`src/sdma_pkg.sv`:
```
`timescale 1ns / 1ps

package sdma_pkg;

	localparam int unsigned WordW = 32;
	localparam int unsigned InDataW = 96;
	localparam int unsigned OutDataW = 72;

	localparam logic [WordW-1:0] BaseReset = 32'hF000_0000;
	localparam logic [WordW-1:0] StepBytes = 32'h0000_0004;

	// Register offsets from the base address
	localparam logic [WordW-1:0] OffSource = 32'h0000_0000;
	localparam logic [WordW-1:0] OffTarget = 32'h0000_0004;
	localparam logic [WordW-1:0] OffCount = 32'h0000_0008;
	localparam logic [WordW-1:0] OffControl = 32'h0000_000C;

	// Control register values
	localparam logic [WordW-1:0] CtrlStart = 32'h0000_0001;
	localparam logic [WordW-1:0] CtrlClear = 32'h0000_0000;

	typedef enum logic [2:0] {
		PH_IDLE = 3'd0,
		PH_READ = 3'd1,
		PH_WRITE = 3'd2,
		PH_ADVANCE = 3'd3,
		PH_DONE = 3'd4
	} phase_t;

	typedef struct packed {
		logic slave_write;
		logic [WordW-1:0] slave_address;
		logic [WordW-1:0] slave_data;
		logic [WordW-1:0] master_read_data;
	} item_t;

	typedef struct packed {
		logic master_write;
		logic [WordW-1:0] master_address;
		logic [WordW-1:0] master_write_data;
		logic interrupt_request;
	} result_t;

	// Handshake between the input register and the result register
	typedef struct packed {
		logic step_en;
	} flow_t;

endpackage

```
`src/sdma_in_stage.sv`:
```
`timescale 1ns / 1ps

module sdma_in_stage import sdma_pkg::*; (
	input  logic clk,
	input  logic arst_n,
	input  logic s_tvalid,
	output logic s_tready,
	input  logic s_tuser,
	input  logic [InDataW-1:0] s_tdata,
	input  logic advance,
	output flow_t flow,
	output item_t item
);

	logic valid_s1;
	item_t item_s1;

	// The register empties whenever the result side can take a beat.
	assign s_tready = !valid_s1 || advance;

	always_ff @(posedge clk or negedge arst_n) begin
		if (!arst_n) begin
			valid_s1 <= 1'b0;
		end else if (s_tready) begin
			valid_s1 <= s_tvalid;
		end
	end

	always_ff @(posedge clk) begin
		if (s_tvalid && s_tready) begin
			item_s1.slave_write <= s_tuser;
			item_s1.slave_address <= s_tdata[31:0];
			item_s1.slave_data <= s_tdata[63:32];
			item_s1.master_read_data <= s_tdata[95:64];
		end
	end

	always_comb begin
		flow.step_en = valid_s1 && advance;
	end

	assign item = item_s1;

endmodule

```
`src/sdma_engine.sv`:
```
`timescale 1ns / 1ps

module sdma_engine import sdma_pkg::*; (
	input  logic clk,
	input  logic arst_n,
	input  logic step_en,
	input  item_t item,
	input  logic [WordW-1:0] base_address,
	output result_t result
);

	phase_t phase_q, phase_d;
	logic [WordW-1:0] src_q, src_d;
	logic [WordW-1:0] dst_q, dst_d;
	logic [WordW-1:0] left_q, left_d;
	logic [WordW-1:0] start_q, start_d;
	logic [WordW-1:0] capt_q, capt_d;
	logic drv_wr_q, drv_wr_d;
	logic [WordW-1:0] drv_addr_q, drv_addr_d;
	logic [WordW-1:0] drv_data_q, drv_data_d;
	logic irq_q, irq_d;

	logic [WordW-1:0] offset;
	logic busy_ok;

	always_ff @(posedge clk or negedge arst_n) begin
		if (!arst_n) begin
			phase_q <= PH_IDLE;
			src_q <= '0;
			dst_q <= '0;
			left_q <= '0;
			start_q <= '0;
			capt_q <= '0;
			drv_wr_q <= 1'b0;
			drv_addr_q <= '0;
			drv_data_q <= '0;
			irq_q <= 1'b0;
		end else if (step_en) begin
			phase_q <= phase_d;
			src_q <= src_d;
			dst_q <= dst_d;
			left_q <= left_d;
			start_q <= start_d;
			capt_q <= capt_d;
			drv_wr_q <= drv_wr_d;
			drv_addr_q <= drv_addr_d;
			drv_data_q <= drv_data_d;
			irq_q <= irq_d;
		end
	end

	assign offset = item.slave_address - base_address;
	assign busy_ok = (start_q == CtrlStart) && (left_q != '0);

	always_comb begin
		phase_d = phase_q;
		src_d = src_q;
		dst_d = dst_q;
		left_d = left_q;
		start_d = start_q;
		capt_d = capt_q;
		drv_wr_d = drv_wr_q;
		drv_addr_d = drv_addr_q;
		drv_data_d = drv_data_q;
		irq_d = irq_q;
		case (phase_q)
			PH_IDLE: begin
				if (item.slave_write) begin
					if (offset == OffSource) begin
						src_d = item.slave_data;
					end else if (offset == OffTarget) begin
						dst_d = item.slave_data;
					end else if (offset == OffCount) begin
						left_d = item.slave_data;
					end else if (offset == OffControl) begin
						start_d = item.slave_data;
						if (item.slave_data == CtrlStart && left_q != '0) begin
							phase_d = PH_READ;
							drv_wr_d = 1'b0;
							drv_addr_d = src_q;
						end
					end
				end
			end
			PH_READ: begin
				if (busy_ok) begin
					capt_d = item.master_read_data;
					phase_d = PH_WRITE;
				end else begin
					phase_d = PH_IDLE;
				end
			end
			PH_WRITE: begin
				if (busy_ok) begin
					drv_wr_d = 1'b1;
					drv_addr_d = dst_q;
					drv_data_d = capt_q;
					src_d = src_q + StepBytes;
					phase_d = PH_ADVANCE;
				end else begin
					phase_d = PH_IDLE;
				end
			end
			PH_ADVANCE: begin
				if (busy_ok) begin
					left_d = left_q - 32'd1;
					dst_d = dst_q + StepBytes;
					drv_wr_d = 1'b0;
					drv_addr_d = src_q;
					phase_d = (left_q == 32'd1) ? PH_DONE : PH_READ;
				end else begin
					phase_d = PH_IDLE;
				end
			end
			PH_DONE: begin
				irq_d = 1'b1;
				drv_wr_d = 1'b0;
				if (item.slave_write && offset == OffControl && item.slave_data == CtrlClear) begin
					irq_d = 1'b0;
					capt_d = '0;
					src_d = '0;
					dst_d = '0;
					left_d = '0;
					start_d = '0;
					phase_d = PH_IDLE;
				end
			end
			default: begin
				phase_d = PH_IDLE;
			end
		endcase
	end

	always_comb begin
		result.master_write = drv_wr_d;
		result.master_address = drv_addr_d;
		result.master_write_data = drv_data_d;
		result.interrupt_request = irq_d;
	end

endmodule

```
`src/sdma_out_stage.sv`:
```
`timescale 1ns / 1ps

module sdma_out_stage import sdma_pkg::*; (
	input  logic clk,
	input  logic arst_n,
	input  logic step_en,
	input  result_t result,
	output logic advance,
	output logic m_tvalid,
	input  logic m_tready,
	output logic m_tuser,
	output logic [OutDataW-1:0] m_tdata
);

	logic valid_q;
	result_t result_q;

	assign advance = !valid_q || m_tready;

	always_ff @(posedge clk or negedge arst_n) begin
		if (!arst_n) begin
			valid_q <= 1'b0;
		end else if (advance) begin
			valid_q <= step_en;
		end
	end

	always_ff @(posedge clk) begin
		if (step_en) begin
			result_q <= result;
		end
	end

	assign m_tvalid = valid_q;
	assign m_tuser = result_q.master_write;
	assign m_tdata = {7'b0, result_q.interrupt_request, result_q.master_write_data,
		result_q.master_address};

endmodule

```
`src/simple_dma_controller_core.sv`:
```
`timescale 1ns / 1ps

// Single-channel word DMA engine, advanced by one beat at a time.
// Each slave-side beat carries the slave bus sample of one bus cycle (write
// strobe in tuser, address, write data and the master read data in tdata).
// The engine steps its state machine once per beat and answers with exactly
// one master-side beat holding the master port drive and the interrupt line
// as they stand after that step.
// The base of the four control registers is set through cfg_we/cfg_wdata
// while no beat is in flight, a rule the user must keep as the block does
// not enforce it; the base resets to 0xF000_0000. A beat waits in the input
// register and is stepped as it moves into the result register, which
// offers it; one beat per cycle passes while the receiver does not stall.
// When the receiver stalls, the result register holds its beat and the input
// register fills; once both are full s_tready falls until m_tready returns.
// Reset clears the state machine, all transfer registers and both handshake
// stages; no beat is offered until new input arrives.

module simple_dma_controller_core import sdma_pkg::*; (
	input  logic clk,
	input  logic arst_n,
	input  logic cfg_we,
	input  logic [WordW-1:0] cfg_wdata,
	input  logic s_tvalid,
	output logic s_tready,
	input  logic s_tuser,                 // slave_write
	input  logic [InDataW-1:0] s_tdata,   // slave_address, slave_data, master_read_data
	output logic m_tvalid,
	input  logic m_tready,
	output logic m_tuser,                 // master_write
	output logic [OutDataW-1:0] m_tdata   // master_address, master_write_data,
	                                      // interrupt_request, zero fill
);

	logic [WordW-1:0] base_q;
	logic advance;
	flow_t flow;
	item_t item;
	result_t result;

	// Base address; user must change it only while the engine is quiet; unenforced.
	always_ff @(posedge clk or negedge arst_n) begin
		if (!arst_n) begin
			base_q <= BaseReset;
		end else if (cfg_we) begin
			base_q <= cfg_wdata;
		end
	end

	sdma_in_stage u_in (
		.clk(clk),
		.arst_n(arst_n),
		.s_tvalid(s_tvalid),
		.s_tready(s_tready),
		.s_tuser(s_tuser),
		.s_tdata(s_tdata),
		.advance(advance),
		.flow(flow),
		.item(item)
	);

	// The engine steps exactly when a beat moves into the result register.
	sdma_engine u_engine (
		.clk(clk),
		.arst_n(arst_n),
		.step_en(flow.step_en),
		.item(item),
		.base_address(base_q),
		.result(result)
	);

	sdma_out_stage u_out (
		.clk(clk),
		.arst_n(arst_n),
		.step_en(flow.step_en),
		.result(result),
		.advance(advance),
		.m_tvalid(m_tvalid),
		.m_tready(m_tready),
		.m_tuser(m_tuser),
		.m_tdata(m_tdata)
	);

endmodule
```
`config.mk`:
```
export PLATFORM = sky130hd
export DESIGN_NAME = simple_dma_controller_core
export DESIGN_NICKNAME = d
export VERILOG_FILES = /design/src/sdma_pkg.sv /design/src/sdma_in_stage.sv /design/src/sdma_engine.sv /design/src/sdma_out_stage.sv /design/src/simple_dma_controller_core.sv
export SDC_FILE = /design/constraint.sdc
export NUM_CORES = 1
export LEC_CHECK = 0
export CAP_MARGIN = 20
export CORE_ASPECT_RATIO = 1.4
export CORE_MARGIN = 1.5
export CORE_UTILIZATION = 55
export DETAILED_ROUTE_END_ITERATION = 12
export DONT_BUFFER_PORTS = 1
export PLACE_DENSITY = 0.7
export SKIP_LAST_GASP = 1
export SLEW_MARGIN = 20
export SYNTH_ARGS = -nofsm -noshare
export SYNTH_HDL_FRONTEND = slang
export SYNTH_SLANG_ARGS = --single-unit
```
`constraint.sdc`:
```
create_clock -name clk -period 8.5 [get_ports clk]
set_clock_uncertainty 0.05 [all_clocks]
set_input_delay 0.85 -clock clk [delete_from_list [all_inputs] [get_ports clk]]
set_output_delay 0.85 -clock clk [all_outputs]
set_load 0.1 [all_outputs]
```
# Yosys cells after proc, flatten, opt, wreduce, memory -nomap -nowiden
# Cells that the tools add are included.
# W data, S select, Z words.
[word_totals] register_bits=426 latch_bits=0 ramBits=0 romBits=0 inputBits=134 out_inout_bits=75 elab_cells=130 n_memories=0
[op_classes] n_addsub=4 mul=0 n_div=0 n_lt_le_gt_ge=0 eq_ne=23 shift=0 mux=58 n_bitwise=0 reduce_logical=24
[ops] cell="$mux W32" count=29
[ops] cell="$pmux W32 S3" count=4
[ops] cell="$pmux W32 S2" count=2
[ops] cell="$eq A32 B1 Y1 const B" count=3
[ops] cell="$add A32 B3 Y32 const B" count=2
[ops] cell="$eq A32 B4 Y1 const B" count=2
[ops] cell="$logic_not A32 Y1" count=2
[ops] cell="$eq A32 B3 Y1 const B" count=1
[ops] cell="$reduce_bool A32 Y1" count=1
[ops] cell="$sub A32 B1 Y32 const B" count=1
[ops] cell="$sub A32 B32 Y32" count=1
[ops] cell="$mux W3" count=9
[ops] cell="$reduce_and A8 Y1" count=3
[ops] cell="$ne A2 B1 Y1 const B" count=9
[ops] cell="$pmux W3 S5" count=1
[ops] cell="$mux W1" count=10
[ops] cell="$ne A2 B2 Y1 const B" count=4
[ops] cell="$reduce_and A7 Y1" count=1
[ops] cell="$eq A3 B2 Y1 const B" count=2
[ops] cell="$logic_and A1 B1 Y1" count=6
[ops] cell="$reduce_and A6 Y1" count=1
[ops] cell="$reduce_bool A3 Y1" count=2
[ops] cell="$mux W2" count=2
[ops] cell="$pmux W1 S4" count=1
[ops] cell="7 further kinds" count=10

# Depth between registers and ports, before layout
# Gate-level depths: netlist of run 1.
[depth] ltp_word=9 mapped_depth=18 depth_no_buf=14

# Hierarchy
# Synthesis of run 1 repeated with hierarchy kept, for this count alone.
[hier_totals] hier_cells=2111 area_unflattened_um2=21978.6
[by_module_without_submodules] module="sdma_engine" n_inst=1 cells_each=1864 area_each_um2=15569.9 seq_area_each_um2=5730.5
[by_module_without_submodules] module="sdma_in_stage" n_inst=1 cells_each=102 area_each_um2=2972.9 seq_area_each_um2=2937.8
[by_module_without_submodules] module="sdma_out_stage" n_inst=1 cells_each=77 area_each_um2=2085.8 seq_area_each_um2=2006.9
[by_module_without_submodules] module="simple_dma_controller_core" n_inst=1 cells_each=68 area_each_um2=1350.0 seq_area_each_um2=805.8

# Worst setup path before layout of run 1
# No wires, ideal clock.
[synth_timing] kind="reg2reg" from="register u_out.valid_q, in the netlist u_out.m_tvalid" to="register u_in.item_s1, in the netlist u_in.item[0], enable pin" setup_ns=0.466 t_arrival_ns=4.105 required_time_ns=7.984 path_slack_ns=3.879 stages_incl_launch_ff=3 n_path_buf=0 period_less_slack_ns=4.621 cell_sequence="dfrtp_1 -> nand3b_1 -> and2_1"
[synth_between] elab_chain_cells=4
[synth_rtl] element="start: declaration" line_no="sdma_out_stage.sv:15" rtl="logic valid_q;"
[synth_rtl] element="start signal: assignment" line_no="sdma_out_stage.sv:24" rtl="valid_q <= step_en;"
[synth_rtl] element="$logic_not A1 Y1" line_no="sdma_out_stage.sv:18" rtl="assign advance = !valid_q || m_tready;"
[synth_rtl] element="$logic_or A1 B1 Y1" line_no="sdma_out_stage.sv:18"
[synth_rtl] element="$logic_or A1 B1 Y1" line_no="sdma_in_stage.sv:19" rtl="assign s_tready = !valid_s1 || advance;"
[synth_rtl] element="net s_tready" line_no="simple_dma_controller_core.sv:25" rtl="output logic s_tready,"
[synth_rtl] element="$logic_and A1 B1 Y1" line_no="sdma_in_stage.sv:30" rtl="if (s_tvalid && s_tready) begin"
[synth_rtl] element="end: declaration" line_no="sdma_in_stage.sv:16" rtl="item_t item_s1;"
# The timed path passes the listed nets, and every way through them passes these cells.
# A chain may end at the register's enable or synchronous reset.

# Final worst setup path of run 1
[layout_timing] from="register base_q[8]" to="register u_engine.src_q[7]"
[layout_between] elab_chain_cells=6 elab_cells_between_ends=8 classes_between="add/sub: 1; eq/ne: 3; reduce/logical: 4"
[layout_rtl] element="start: declaration" line_no="simple_dma_controller_core.sv:35" rtl="logic [WordW-1:0] base_q;"
[layout_rtl] element="start signal: assignment" line_no="simple_dma_controller_core.sv:44" rtl="base_q <= BaseReset;"
[layout_rtl] element="start signal: assignment" line_no="simple_dma_controller_core.sv:46" rtl="base_q <= cfg_wdata;"
[layout_rtl] element="$sub A32 B32 Y32 *" line_no="sdma_engine.sv:52" rtl="assign offset = item.slave_address - base_address;"
[layout_rtl] element="$eq A32 B4 Y1" line_no="sdma_engine.sv:118" rtl="if (item.slave_write && offset == OffControl && item.slave_data == CtrlClear) begin"
[layout_rtl] element="$logic_and A1 B1 Y1 (2 in series)" line_no="sdma_engine.sv:118"
[layout_rtl] element="$ne A2 B1 Y1 (no source line)"
[layout_rtl] element="$reduce_and A6 Y1 (no source line) *"
[layout_rtl] element="end signal: assignment" line_no="sdma_engine.sv:40" rtl="src_q <= src_d;"
[layout_rtl] element="end: declaration" line_no="sdma_engine.sv:13" rtl="logic [WordW-1:0] src_q, src_d;"
# Mark *: on every way between the ends. The rest lies on a longest branch, timed or not.

==> results_dict.tcl, run 1 <==
set metrics [dict create \
    gr-total-overflow 0 \
    ys_ff_latch 426 \
    irDropWorstVdd_v 0.0001805 \
    holdWs_ns 0.09337 \
    clk_pin_slew_ns 0.06 \
    finalPower_w 0.004742 \
    syn_area_per_cell_um2 9.862 \
    yosys.cell_types.count 83 \
    critPathArrivalTime_ns 5.63 \
    cts_setup_buffers 0 \
    max_freq_mhz 192.4 \
    coreArea_um2 38290 \
    antenna_found_initial 3 \
    viasPerCell 6.285 \
    clk_latency_ns 0.56 \
    syn2layout_area_growth_pct 8.390 \
    startpoint_type "flop" \
    seq_area_frac_synth_pct 53.95 \
    grt_max_degree 260 \
    route.detailed.drc 0 \
    syn-cell-area_um2 21280 \
    synth_flop_cell "dfrtp_1" \
    maxCapViolations 0 \
    rr_worst_depth 14 \
    clock_sinks 426 \
    synth-edff-count 163 \
    final_cell_count_no_fill 2599 \
    period_needed_ns 5.199 \
    ys_warn_count 0 \
    cts_tree "yes" \
    min_path_type "input pin to async pin" \
    drt_first_iter_violations 1453 \
    p_per_area_nw_per_um2 205.6 \
    slew_headroom_pct 24.03 \
    post-route-period-util_pct 61.16 \
    drtPass1Iterations 6 \
    cts_max_level 2 \
    drive_gt1_share_pct 8.074 \
    crit_type "flop to flop" \
    grt_setup_unrepaired "false" \
    ctsResizeCount 0 \
    layout.nets 2254 \
    fin_tns_setup_ns 0 \
    slew_viol_final 0 \
    grt_pass1_wl_um 85940 \
    die-area_um2 39900 \
    numCtsBuffers 42 \
    outcome "finished clean" \
    crit_path_end_kind "flop" \
    postRouteAntennaNets 0 \
    via_count 16340 \
    start_util_pct 55.58 \
    netlist_instances 2158 \
    cts_root_buf "clkbuf_16" \
    setup_viol 0 \
    place.detailed.hpwl_um 35330 \
    grt_pass1_vias 15740 \
    grt_util_all_layers_pct 26.96 \
    fin_util_pct 60.25 \
    numPortBuffers 0 \
    die_w_um 169.3 \
    rows 85 \
    io_pins 209 \
    tightest_slew_ns 1.135 \
    hold_viol_final 0 \
    cts_buffer_depth 3 \
    async_flop_share_pct 61.74 \
    required_ns 8.93 \
    avgRoutedWirePerCell_um 20.55 \
    place_inst 2516 \
    crit_path_max_fanout 23 \
    gp_congestion 0.8794 \
    die_y_um 235.7 \
    power_leakage_nw 9.346 \
    wirelength_um 53420 \
]
synthesized netlist by cell type (16+ instances only):
cell type	number	area share [%]
nor2_1	261	4.6
o21ai_0	124	2.9
and3_1	16	0.47
nand3_1	34	0.80
mux2_2	38	2.0
a31oi_1	42	1.2
a221o_1	64	3.0
a21oi_1	192	4.5
mux2i_1	37	1.7
xnor2_1	16	0.66
nand2_1	289	5.1
nand4_1	25	0.73
dfrtp_1	259	30
nor4_1	31	0.91
o22a_1	41	1.7
edfxtp_1	163	23
a22o_1	33	1.4
ha_1	35	2.1
clkbuf_1	111	2.0
inv_1	58	1.0
nor3_1	41	0.96
o21ai_1	19	0.45
per-stage QoR:
stage,setup slack [ns],area [µm²]
final,3.301,23070
after global routing,2.950,23070
after CTS,3.318,23000
after detailed placement,3.379,21510
after global placement,3.375,21510
after floorplan,3.879,21300
layout make-up:
cell class | count | area [µm²]
Multi-Input combinational cell | 1527 | 9017
Clock inverter | 29 | 352.8
Inverter | 61 | 231.5
Sequential cell | 426 | 11480
Antenna cell | 3 | 7.507
Fill cell | 3169 | 15220
Timing Repair Buffer | 27 | 262.8
Clock buffer | 48 | 1115
Tap cell | 478 | 598.1
where the power goes:
group / switching (W) / total [W] / internal (W)
clock: 0.000804 / 0.00199 / 0.00119
sequential: 0.000168 / 0.00238 / 0.00221
combinational: 0.000257 / 0.000372 / 0.000115
cell usage in the layout, fill, tap and decap left out, types with 9 or more instances in the layout:
cell         n
clkbuf_16   43
dfrtp_1    258
nor4_1      30
a211oi_1     9
edfxtp_1   163
mux2i_1     37
o22a_1      41
clkinv_1     9
o22ai_1     12
nand4_1     25
a21oi_1    192
a22o_1      33
a221o_1     64
mux2_2      38
nor2_1     257
nor3_1      41
and2_1      11
xnor2_1     16
o21ai_0    124
and3_1      16
a31oi_1     41
o21ai_1     17
nand3_1     34
or3_1       11
ha_1        35
inv_1       58
buf_4       24
nand2_1    287
repair_timing:
action / CTS / global route
setup endpoints to repair: 0 / 0
hold buffers: 1 / 0
endpoints found under the hold margin: 259 / 0
sequential cells by signal, indices dropped and copies added (netlist names):
name,cells
base_q,32
u_engine.capt_q,32
u_engine.drv_addr_q,32
u_engine.drv_data_q,32
u_engine.drv_wr_q,1
u_engine.dst_q,32
u_engine.irq_q,1
u_engine.left_q,32
u_engine.phase_q,3
u_engine.src_q,32
u_engine.start_q,32
u_in.item,97
u_in.valid_s1,1
u_out.m_tdata,65
u_out.m_tuser,1
u_out.m_tvalid,1
final timing paths:
| kind | start | end | slack (ns) |
|---|---|---|---|
| worst max-delay path | base_q[8]$_DFFE_PN0P_ | u_engine.src_q[7]$_DFFE_PN0P_ | 3.30 |
| max in group asynchronous | arst_n | u_engine.left_q[24]$_DFFE_PN0P_ | 6.94 |
| worst min-delay path | arst_n | base_q[28]$_DFFE_PN1P_ | 0.09 |
| min in group clk | s_tdata[32] | u_in.item[32]$_DFFE_PP_ | 0.33 |
| worst max register to register | base_q[8]$_DFFE_PN0P_ | u_engine.src_q[7]$_DFFE_PN0P_ | 3.30 |
| worst min register to register | u_in.item[13]$_DFFE_PP_ | u_engine.capt_q[13]$_DFFE_PN0P_ | 0.40 |
kinds of logic after synthesis:
logic type | after synthesis | share of synthesized area, %
DFF | 426 | 53.95
xor gates and xnor gates | 19 | 0.7819
and+or+nand+nor | 766 | 15.93
buffers and inverters | 211 | 4.063
AOI/OAI and AO/OA | 625 | 19.45
muxes | 75 | 3.751
adders and majority gates | 35 | 2.058
other | 1 | 0.01762
critical path, stage by stage (launching register included):
cell and delay [ns]:
dfrtp_1 0.34, inv_1 0.07, ha_1 0.43, nand2_1 0.10, o211ai_1 0.18, o211ai_1 0.27
and2_1 0.31, o31ai_1 0.32, xor2_1 0.16, or4_1 0.56, or4_1 0.67, o31ai_1 0.53
o211a_1 0.74, o21ai_0 0.20, a21oi_1 0.18
metal layers:
layer  up-vias  track usage [%]  share of wire (%)
met5         -                0                  0
met4         0            7.884                2.4
met3        77            4.203                5.8
met2       571            43.76                 48
met1      7951            37.53                 44
li1       7736                -                  -
(Power assumes the default switching activity.)
==> run 2: changes to the inputs <==
Clock period 8.5 ns to 5.39 ns, I/O delays scaled along.
==> run 2 against run 1 <==
  * The flow now finishes with violations (hold timing)
  * Register-to-register slack worse by 2.9 ns
  * Die area stayed put
  * Utilization is 1.8 points higher
  * Non-clock buffer count is 79 higher
  * Critical path type unchanged
  * Critical endpoint is now u_engine.capt_q[24]$_DFFE_PN0P_
  * Largest cell class unchanged
  * Largest power group unchanged
==> results_dict.tcl, run 2 (synthesized netlist as in run 1, its figures left out) <==
set metrics [dict create \
    outcome "complete, but fails checks" \
    violations "hold timing" \
    clock_sinks 426 \
    grt_pass1_vias 16230 \
    clk_latency_ns 0.57 \
    syn2layout_area_growth_pct 11.59 \
    die_w_um 169.3 \
    irDropWorstVdd_v 0.0002866 \
    rr_worst_depth 14 \
    p_per_area_nw_per_um2 309.6 \
    drtPass1Iterations 6 \
    avgRoutedWirePerCell_um 20.19 \
    cts_max_level 2 \
    io_pins 209 \
    post-route-period-util_pct 91.70 \
    grt_setup_unrepaired "false" \
    drive_gt1_share_pct 7.822 \
    min_path_type "input pin to async pin" \
    diodes 0 \
    r2r_start "u_in.item[75]$_DFFE_PP_" \
    ctsResizeCount 0 \
    gp_congestion 0.9037 \
    largest_reg_flops 97 \
    seq_area_um2 11480 \
    period_needed_ns 4.943 \
    hold_viol_final 263 \
    slew_viol_final 0 \
    cts_setup_buffers 0 \
    cts_root_buf "clkbuf_16" \
    rows 85 \
    hold_buffers 73 \
    final_cell_mix "287 x nand2_1, 258 x dfrtp_1, 257 x nor2_1" \
    die_y_um 235.7 \
    gr-total-overflow 0 \
    numCtsBuffers 43 \
    drt_first_iter_violations 1528 \
    max_freq_mhz 202.3 \
    reg2reg_to "u_engine.capt_q[24]$_DFFE_PN0P_" \
    die-area_um2 39900 \
    fin_tns_setup_ns 0 \
    nFillCells 3176 \
    grt_pass1_wl_um 86950 \
    grt_util_all_layers_pct 27.14 \
    place.detailed.hpwl_um 36200 \
    clk_pin_slew_ns 0.06 \
    viasPerCell 6.269 \
    via_count 16780 \
    tightest_slew_ns 0.9713 \
    r2r_slack_ns 0.45 \
    crit_path_end_kind "flop" \
    critPathArrivalTime_ns 5.34 \
    postRouteAntennaNets 0 \
    wirelength_um 54060 \
    required_ns 5.78 \
    multi_input_area_um2 9017 \
    start_util_pct 55.58 \
    crit_type "flop to flop" \
    numPortBuffers 0 \
    coreArea_um2 38290 \
    grt_max_degree 264 \
    cts_buffer_depth 3 \
    cts_tree "yes" \
    setup_viol 0 \
    route.detailed.drc 0 \
    fin_area_um2 23750 \
    holdWs_ns -0.3795 \
    layout.nets 2334 \
    placed_cell_area_um2 21610 \
    maxCapViolations 0 \
    slew_headroom_pct 35.01 \
    antenna_found_initial 0 \
    crit_path_max_fanout 32 \
    power_leakage_nw 9.647 \
    startpoint_type "flop" \
    final_common_cell "nand2_1" \
]
-- run 2: changes by cell type in the layout (fill, tap and decap cells not counted), moves of 2 or more --
cell | previous run | this run
buf_4 | 24 | 30
buf_12 | 0 | 3
bufinv_16 | 8 | 4
diode_2 | 3 | 0
dlygate4sd3_1 | 0 | 73
clkinvlp_4 | 5 | 2
clkbuf_1 | 3 | 10
clkinv_2 | 8 | 6
buf_16 | 3 | 0
inv_16 | 0 | 2
-- run 2: report_power, final --
| group | switching, W | internal [W] |
|---|---|---|
| registers | 0.000266 | 0.00349 |
| logic | 0.000384 | 0.000213 |
| clock network | 0.00128 | 0.00172 |
-- run 2: cell type report --
class	instances	area share, %
clock buffers	56	4.863
clock inverters	23	1.048
inverters	61	0.9747
multi-input cells	1527	37.97
flip-flops and latches	426	48.35
well taps	478	2.518
repair buffers	106	4.278
-- run 2: how the worst max path moves through the flow --
stage / startpoint / endpoint / cells past startpoint
global placement: u_in.item[81]$_DFFE_PP_ / u_engine.left_q[1]$_DFFE_PN0P_ / 13
finish: u_in.item[75]$_DFFE_PP_ / u_engine.capt_q[24]$_DFFE_PN0P_ / 14
detailed placement: u_in.item[75]$_DFFE_PP_ / u_engine.capt_q[24]$_DFFE_PN0P_ / 14
CTS: u_in.item[75]$_DFFE_PP_ / u_engine.capt_q[24]$_DFFE_PN0P_ / 14
global route: u_in.item[75]$_DFFE_PP_ / u_engine.capt_q[24]$_DFFE_PN0P_ / 14
floorplan: u_out.m_tvalid$_DFFE_PN0P_ / u_in.item[0]$_DFFE_PP_ / 2
-- run 2: per-layer routing --
metal / vias up / global-route usage, % / share of wire, %
met5: - / 0 / 0
met4: 0 / 8.823 / 2.7
li1: 7886 / - / -
met1: 8218 / 37.01 / 43
met3: 95 / 4.169 / 5.9
met2: 584 / 44.51 / 48
-- run 2: metrics by stage --
step / util (%) / hold WS [ns] / cells / setup WS (ns) / total power (W)
3_5_place_dp: 56.45 / 0.2004 / 2525 / 0.4949 / 0.004360
6_report: 62.03 / -0.3795 / 2677 / 0.4473 / 0.007352
4_1_cts: 62.03 / -0.4057 / 2677 / 0.4716 / 0.007401
3_3_place_gp: 56.45 / 0.2016 / 2525 / 0.5985 / 0.004354
2_1_floorplan: - / 0.1934 / 2164 / 0.7689 / 0.004218
5_1_grt: 62.03 / -0.4014 / 2677 / 0.1465 / 0.007600
-- run 2: critical path: stages (launching register included) --
cell and delay, ns:
edfxtp_1 0.39, ha_1 0.49, nand4_1 0.20, a211oi_1 0.20, o31ai_1 0.18, a2111oi_4 0.47, o21ai_1 0.10, a2bb2oi_1 0.16
or4_1 0.51, or4_1 0.67, or2_2 0.39, nor3_2 0.30, a31oi_4 0.12, buf_4 0.28, a22o_1 0.29
==> run 3: changes to the inputs <==
Settings changed: PLACE_DENSITY 0.7 to 0.73.
Clock period 5.39 ns to 4 ns, I/O delays scaled along.
==> run 3 against run 2 <==
  * Sequential share of layout area down 5.6 points
  * Register-to-register slack worse by 0.84 ns
  * Worst setup slack worse by 0.84 ns
  * Utilization up 8.2 points
  * Die area unchanged
  * Worst hold slack worse by 0.13 ns
  * The run ends with hold timing, setup timing left
  * Largest cell class unchanged
  * Highest routed layer unchanged
  * Critical endpoint is now u_engine.dst_q[5]$_DFFE_PN0P_
  * Sequential power up 35%
  * Count of clock-buffer cells in the layout down 1
  * Power up 37%
  * Combinational power up 100%
==> results_dict.tcl, run 3 (synthesized netlist as in run 1, its figures left out) <==
set metrics [dict create \
    numPortBuffers 0 \
    die_w_um 169.3 \
    fin_tns_setup_ns -52.27 \
    maxCapViolations 0 \
    crit_chain "ha_4 -> buf_4 -> a21oi_1 -> nand2_1 -> o311ai_4 -> a21o_1 -> nand4b_1 -> or4_4 -> or4_4 -> or4_4 -> a211o_4 -> clkbuf_16 -> o22a_1" \
    clock_sinks 426 \
    avgRoutedWirePerCell_um 21.39 \
    via_count 18470 \
    critical_path.slowest_cell "or4_4" \
    postRouteAntennaNets 0 \
    largest_reg_flops 97 \
    wirelength_um 62370 \
    finalPower_w 0.01005 \
    grt_max_degree 264 \
    tightest_slew_ns 0.9708 \
    coreArea_um2 38290 \
    pre_cts_ws_ns -0.4912 \
    p_per_area_nw_per_um2 373.7 \
    period_needed_ns 4.390 \
    max_freq_mhz 227.8 \
    antenna_found_initial 7 \
    crit_buf_inv 2 \
    cts_root_buf "clkbuf_16" \
    layout.nets 2564 \
    hold_viol_final 263 \
    fin_ws_ns -0.3900 \
    max_stage_delay_ns 0.54 \
    io_pins 209 \
    slew_viol_final 0 \
    critPathArrivalTime_ns 4.79 \
    min_path_type "input pin to async pin" \
    setup_viol 197 \
    place_inst 2661 \
    clk_latency_ns 0.56 \
    reg2reg_to "u_engine.dst_q[5]$_DFFE_PN0P_" \
    drt_first_iter_violations 1763 \
    grt_setup_unrepaired "true" \
    final_cell_mix "284 x nand2_1, 258 x dfrtp_1, 240 x nor2_1" \
    outcome "complete, but fails checks" \
    crit_path_frequent_cell "or4_4" \
    r2r_slack_ns -0.39 \
    gr-total-overflow 0 \
    start_util_pct 55.58 \
    drive_gt1_share_pct 19.68 \
    die_y_um 235.7 \
    grt_util_all_layers_pct 29.85 \
    grt_pass1_wl_um 95320 \
    gp_congestion 0.9099 \
    rows 85 \
    power_leakage_nw 10.95 \
    irDropWorstVdd_v 0.0003926 \
    violations "hold timing, setup timing" \
    cts_buffer_depth 3 \
    crit_path_end_kind "flop" \
    final_common_cell "nand2_1" \
    startpoint_type "flop" \
    numCtsBuffers 42 \
    route.detailed.drc 0 \
    final_cell_count_no_fill 2915 \
    slew_headroom_pct 35.04 \
    syn2layout_area_growth_pct 26.32 \
    die-area_um2 39900 \
    cts_tree "yes" \
    post-route-period-util_pct 109.8 \
    viasPerCell 6.336 \
    hold_buffers 132 \
    crit_path_max_fanout 23 \
    cts_max_level 2 \
    crit_type "flop to flop" \
    holdWs_ns -0.5124 \
    grt_pass1_vias 18010 \
    crit_family "simple AND/OR/NAND/NOR gates" \
    rr_worst_depth 13 \
    clk_pin_slew_ns 0.07 \
    r2r_start "u_in.item[70]$_DFFE_PP_" \
    place.detailed.hpwl_um 37440 \
    drtPass1Iterations 5 \
    required_ns 4.40 \
]
-- run 3: cell count changes in the layout (fill, tap and decap cells not counted), moves of 10 or more --
cell and delta:
o21ai_2 +21, buf_6 +14, buf_4 +129, dlygate4sd3_1 +58, nor2_2 +10, o21ai_0 -30, ha_1 -10, a21oi_1 -36
buf_12 +14, a21oi_2 +29, nor2_1 -17
-- run 3: per-stage QoR --
stage                     area, µm²  utilization (%)
after floorplan               21520                -
after global placement        22830            59.62
after detailed placement      22830            59.63
after CTS                     26090            68.15
after global routing          26880            70.22
final                         26880            70.22
-- run 3: repair_timing --
item | CTS | global route
cloned | 7 | 11
endpoints found under the hold margin | 394 | 263
pin swaps | 8 | 56
setup buffers | 10 | 14
resized for setup | 77 | 132
setup endpoints to repair | 221 | 230
-- run 3: where the power goes --
part | switching (W) | internal, W | leakage, nW | total, W
Clock | 0.00173 | 0.00204 | 0.637 | 0.00377
Sequential | 0.000353 | 0.00470 | 5.14 | 0.00505
Combinational | 0.000660 | 0.000559 | 5.18 | 0.00122
-- run 3: routing by layer --
| metal | part of all wire [%] | GRT usage [%] |
|---|---|---|
| met3 | 7.2 | 4.153 |
| met1 | 39 | 39.17 |
| met4 | 4.6 | 12.42 |
| met2 | 49 | 49.71 |
| met5 | 0 | 0 |
-- run 3: area by class of cell --
class / count / area [µm²]
Multi-Input combinational cell: 1527 / 9859
Clock buffer: 55 / 1144
Fill cell: 2725 / 11400
Clock inverter: 23 / 152.6
Antenna cell: 8 / 20.02
Inverter: 61 / 231.5
Timing Repair Buffer: 337 / 3396
Sequential cell: 426 / 11480
Tap cell: 478 / 598.1
-- run 3: how the worst max path moves through the flow --
stage	startpoint	to	slack (ns)	cells past startpoint
after CTS	u_in.item[72]$_DFFE_PP_	u_engine.left_q[16]$_DFFE_PN0P_	-0.30	14
after global routing	u_in.item[75]$_DFFE_PP_	u_engine.dst_q[26]$_DFFE_PN0P_	-0.53	15
after floorplan	u_in.item[90]$_DFFE_PP_	u_engine.dst_q[3]$_DFFE_PN0P_	-0.18	16
after detailed placement	u_in.item[71]$_DFFE_PP_	u_engine.left_q[14]$_DFFE_PN0P_	-0.49	15
final	u_in.item[70]$_DFFE_PP_	u_engine.dst_q[5]$_DFFE_PN0P_	-0.39	13
after global placement	u_in.item[78]$_DFFE_PP_	u_out.m_tdata[12]$_DFFE_PP_	-0.39	15
